--- src/moc_pkg.sv ---
package moc_pkg;

  localparam logic CMD_ALLOC = 1'b0;
  localparam logic CMD_FREE  = 1'b1;

  localparam logic [1:0] ST_ALLOC_HIT  = 2'd0;
  localparam logic [1:0] ST_ALLOC_MISS = 2'd1;
  localparam logic [1:0] ST_FREE_OK    = 2'd2;
  localparam logic [1:0] ST_FREE_OVF   = 2'd3;

  localparam logic REGION_FULL  = 1'b0;
  localparam logic REGION_EMPTY = 1'b1;

  localparam int CFG_BITS = 5;

endpackage

--- src/moc_depot_mem.sv ---
module moc_depot_mem import moc_pkg::*; #(
  parameter int NUM_MAGS = 16,
  parameter int CNT_BITS = 5
) (
  input  logic                                   clk,
  input  logic                                   rst,
  input  logic                                   we,
  input  logic [$clog2(NUM_MAGS):0]              waddr,
  input  logic [$clog2(NUM_MAGS)+CNT_BITS-1:0]   wdata,
  input  logic [$clog2(NUM_MAGS):0]              raddr,
  output logic [$clog2(NUM_MAGS)+CNT_BITS-1:0]   rdata
);

  localparam int MB = $clog2(NUM_MAGS);
  localparam int DW = MB + CNT_BITS;

  logic [DW-1:0]       mem [2**(MB+1)];
  logic [NUM_MAGS-1:0] empty_written;
  logic [DW-1:0]       mem_rdata;
  logic                rd_initial;
  logic [MB-1:0]       rd_idx;

  // Entries of the empty stack that were never written hold their reset magazine.
  always_ff @(posedge clk) begin
    if (rst) begin
      empty_written <= '0;
    end else if (we && waddr[MB] == REGION_EMPTY) begin
      empty_written[waddr[MB-1:0]] <= 1'b1;
    end
  end

  always_ff @(posedge clk) begin
    if (we) begin
      mem[waddr] <= wdata;
    end
    mem_rdata  <= mem[raddr];
    rd_initial <= (raddr[MB] == REGION_EMPTY) && !empty_written[raddr[MB-1:0]];
    rd_idx     <= raddr[MB-1:0];
  end

  assign rdata = rd_initial ? {MB'(rd_idx + MB'(2)), CNT_BITS'(0)} : mem_rdata;

endmodule

--- config.mk ---
export PLATFORM = sky130hd
export DESIGN_NAME = moc_depot_mem
export DESIGN_NICKNAME = d
export VERILOG_FILES = /design/src/moc_pkg.sv /design/src/moc_depot_mem.sv
export SDC_FILE = /design/constraint.sdc
export NUM_CORES = 1
export LEC_CHECK = 0
export BUFFER_PORTS_ARGS = -buffer_cell sky130_fd_sc_hd__buf_4
export CAP_MARGIN = 5
export CORE_ASPECT_RATIO = 0.9
export CORE_MARGIN = 5
export CORE_UTILIZATION = 40
export DETAILED_ROUTE_END_ITERATION = 16
export PLACE_DENSITY = 0.66
export SLEW_MARGIN = 40
export SYNTH_ARGS = -nofsm -noshare
export SYNTH_HDL_FRONTEND = slang
export SYNTH_SLANG_ARGS = --single-unit
--- constraint.sdc ---
create_clock -name clk -period 4.05 [get_ports clk]
set_input_delay 1.215 -clock clk [delete_from_list [all_inputs] [get_ports clk]]
set_output_delay 1.215 -clock clk [all_outputs]
set_load 0.02 [all_outputs]
-- Word-level counts from Yosys, hierarchy flattened
Memories as Yosys holds them, arrays and structs flattened. A register that Yosys moved wholly into a read port is not among the register bits.
Index checks and enable logic that the tools add are counted.
- register bits: 21
- memory bits (writable): 288
- input bits: 22
- output and inout port bits: 9
- memories: 1
- add/subtract/negate cells: 1
- $lt $le $gt $ge: 3
- muxes and demuxes: 7
- bitwise gates (word level): 1
- reductions and logical operators: 4
- memory list (name ; depth ; bits a word ; rd ports ; clocked after memory_dff ; write ports ; line ; source):
    mem ; 32 ; 9 ; 1 ; 1 ; 1 ; moc_depot_mem.sv:17 ; logic [DW-1:0] mem [2**(MB+1)];
- operators by type and width (operator ; number):
    16-bit OR ; 1
    4-bit by 5-bit < comparator with 1-bit output (second input constant) ; 2
    9-bit two-way mux ; 1
    4-bit by 2-bit adder with 4-bit output (second input constant) ; 1
    1-bit binary-select mux with 4-bit select ; 1
    1-bit demux with 4-bit select ; 1
    4-bit by 1-bit >= comparator with 1-bit output (second input constant) ; 1
    1-bit two-way mux ; 4
    1-bit logical AND ; 3
    1-bit logical NOT ; 1

-- Longest topological paths before layout
- word-level depth: 5
- depth in mapped cells: 6
- mapped depth without buffers: 3

-- Worst setup path before layout
No wires, ideal clock.
- path kind: input to register
- start: input port waddr[1]
- end: memory mem[16][0] in the netlist's numbering, enable pin
- library setup time: 0.387 ns
- data arrival time: 2.712 ns
- data required time: 3.663 ns
- setup slack: 0.951 ns
- stages: 3
- path buffers: 0
- cell sequence: or3b_2 -> or2_2 -> nor3_1
- RTL lines (element ; line ; source):
    from (decl) ; moc_depot_mem.sv:8 ; input logic [$clog2(NUM_MAGS):0] waddr,
    to (decl) ; moc_depot_mem.sv:17 ;
No word-level cell before the write port.

-- Worst setup path in the final report
- start: register rd_initial
- end: output port rdata[5]
- longest elaborated chain between the ends: 1
- ends and longest elaborated chain (element ; line ; source):
    from (decl) ; moc_depot_mem.sv:20 ; logic rd_initial;
    from (signal assigned) ; moc_depot_mem.sv:37 ; rd_initial <= (raddr[MB] == REGION_EMPTY) && !empty_written[raddr[MB-1:0]];
    9-bit two-way mux ; moc_depot_mem.sv:41 ; assign rdata = rd_initial ? {MB'(rd_idx + MB'(2)), CNT_BITS'(0)} : mem_rdata;
    to (decl) ; moc_depot_mem.sv:11 ; output logic [$clog2(NUM_MAGS)+CNT_BITS-1:0] rdata
No other way between the ends.

==> results.json <==
{
  "status": "finished clean",
  "worstSetupPathType": "reg -> out",
  "synth_top_area_share_pct": 71.13,
  "post-route-period-util_pct": 73.68,
  "cts-buffers-inserted": 31,
  "worstSetupEndpointType": "output port",
  "yosysUniqueCellTypes": 28,
  "antenna-diode-count": 0,
  "synthToLayoutAreaGrowth_pct": 15.35,
  "critPathSlowestCell": "dfxtp_1",
  "hold_end": "empty_written[1]",
  "netlist_area_um2": 12160,
  "p_seq_share_pct": 53.6,
  "cts-root-buf": "clkbuf_16",
  "holdBufCountCts": 0,
  "p_clk_share_pct": 41.0,
  "period_needed_ps": 2984,
  "hold_path_class": "reg -> reg",
  "cts_tree": "yes",
  "whs_ps": 475.0,
  "rrSetupSlack_ps": 2240,
  "hp-start": "empty_written[1]",
  "tightest_slew_ps": 658.2,
  "switchingPower_mw": 1.375,
  "grt_max_degree": 41,
  "initial_core_util_pct": 40.59,
  "ys_ff_latch": 318,
  "p_comb_share_pct": 5.4,
  "p_int_mw": 5.438,
  "max_clock_freq_mhz": 335.1,
  "die_h_um": 175.4,
  "cts_resized": 0,
  "ys_top_cells_by_count": "edfxtp_1, mux4_2, nor2_1",
  "yosysMostFrequentCell": "edfxtp_1",
  "yosys.area.top_type": "edfxtp_1",
  "wire_per_inst_um": 24.96,
  "yosysWarnings": 0,
  "track_usage_pct": 15.29,
  "vias_per_cell": 5.459,
  "hold_depth": 2,
  "synth_ff_type": "edfxtp_1",
  "grt_most_used_layer": "met2",
  "fin_util_pct": 46.82,
  "core_um2": 29950,
  "r2r-start": "mem[15][4]",
  "async_reset_ff_share_pct": 0,
  "vias": 5710,
  "finalHoldViolations": 0,
  "cap_violations": 0,
  "drtAntennaViolNets": 0,
  "place_congestion": 0.8314,
  "r2r_end": "mem_rdata[4]",
  "power_switching_share_pct": 20.18,
  "power_mw": 6.813,
  "htree_levels": 1,
  "drc": 0,
  "rsz0062_at_grt": "no",
  "leakagePower_nw": 4.467,
  "dieWidth_um": 193.8,
  "path_clk_slew_ps": 60,
  "ys_top_cells_by_area": "edfxtp_1, mux4_2, dfxtp_1",
  "antenna_found_initial": 0,
  "grt_overflow": 0,
  "cp.buffers_inverters": 1,
  "dieArea_um2": 33990,
  "cp-start-kind": "register",
  "grt_pass1_vias": 5994,
  "rows": 60,
  "finalNetCount": 642,
  "drt_iter0_drc": 681,
  "clock_latency_ps": 550,
  "tns_ps": 0,
  "ff2ff_path_depth": 3,
  "fin_worst_skew_ps": 12.11,
  "cp_top_family": "flip-flops",
  "synth-edff-count": 288,
  "met3_usage_pct": 2.839,
  "fillers": 2425,
  "cts_sinks": 318,
  "cts_setup_buffers": 0,
  "crit_required_ps": 2830,
  "worst-path-max-fanout": 10,
  "wirelength_um": 26100,
  "pin_count": 31,
  "use_met1_pct": 22.17,
  "portBuffers": 30,
  "hpwlAfterDp_um": 16180,
  "multi_input_area_um2": 2770,
  "use_met2_pct": 24.88,
  "finalSetupViolCount": 0,
  "drive_gt1_share_pct": 34.06,
  "synth_seq_area_share_pct": 76.07,
  "syn_inst": 552,
  "cp.arrival_ps": 1770,
  "regArea_um2": 9249,
  "slew_headroom_pct": 56.07,
  "clockBufferDepth": 3,
  "grt_pass1_wl_um": 39350,
  "slowest_delay_ps": 620,
  "path_cells": "mux2_2, buf_4",
  "drv_slew": 0,
  "syn_area_per_cell_um2": 22.03,
  "syn-num-nets": 575,
  "power_density_nw_per_um2": 485.8,
  "max-vdd-ir-drop_mv": 0.3586,
  "dr.pass1.iters": 5
}
metal layers:
metal  wire length [um]  part of all wire [%]
met5                  0                     0
met2              12640                    48
met3               1625                   6.2
met1              11410                    44
met4                428                   1.6
area by class of cell:
type	instances	area share, %
Clock buffer	48	6.414
Clock inverter	9	0.7048
Inverter	2	0.05353
Multi-Input combinational cell	205	19.75
Sequential cell	318	65.95
Tap cell	403	3.595
Timing Repair Buffer	61	3.533
worst max-delay path by stage:
stage / start / end / slack, ps / depth (start not counted)
6_report: rd_initial / rdata[5] / 1070 / 2
4_1_cts: rd_initial / rdata[5] / 1050 / 2
3_5_place_dp: raddr[1] / mem_rdata[3] / 730 / 5
3_3_place_gp: raddr[1] / mem_rdata[1] / 710 / 5
2_1_floorplan: waddr[1] / mem[16][0] / 950 / 3
5_1_grt: rd_initial / rdata[5] / 1010 / 2
layout by cell type (no fill, tap or decap):
cell type and n:
clkinv_1 2, a21oi_1 13, nor2_1 41, nor3_1 4
buf_4 58, mux2_2 11, nor4bb_1 1, or2_2 3
xnor2_1 1, mux4_2 94, nor2b_1 7, edfxtp_1 288
nand4_1 1, and4b_1 2, inv_1 2, dfxtp_1 30
nand2_1 4, bufinv_16 2, nand2b_1 2, or3b_2 1
inv_6 1, clkinvlp_4 1, clkbuf_16 31, nand3_1 3
mux2i_1 2, clkbuf_1 11, clkinv_2 3, and4_1 1
nand3b_1 3, o2111a_1 1, a31oi_1 4, buf_12 3
clkbuf_8 6, ha_1 1, nor2_2 5
worst reg2reg max path: stages (launching register included):
cell and delay (ps):
edfxtp_1 370, mux4_2 520, mux4_2 520, mux2_2 280
power by group through the flow:
stage	Combinational [mW]	Sequential [mW]	Clock (mW)
detailed placement	0.374	3.72	0
CTS	0.374	3.65	2.85
global route	0.393	3.65	2.99
global placement	0.363	3.72	0
floorplan	0.224	3.71	0
finish	0.368	3.65	2.79
through the flow:
stage,setup WS (ps),std cells,area [um2]
after floorplan,951.0,552,12160
after global placement,713.9,989,13010
after detailed placement,727.0,989,13030
after CTS,1045,1046,14020
after global routing,1011,1046,14020
final,1066,1046,14020
state kept, by name, indices dropped and copies added (netlist names):
| signal | cells |
|---|---|
| empty_written | 16 |
| mem | 288 |
| mem_rdata | 9 |
| rd_idx | 4 |
| rd_initial | 1 |
kinds of logic after synthesis:
kind of cell             share of synthesized area [%]
flip-flops                                       76.07
multiplexers                                     18.60
AND/OR/NAND/NOR                                  3.077
buffers and inverters                            1.245
AO/OA/AOI/OAI                                   0.8335
XOR/XNOR                                       0.07205
adder cells (fa/ha/maj)                         0.1029
Power figures use the tool's default switching activity.
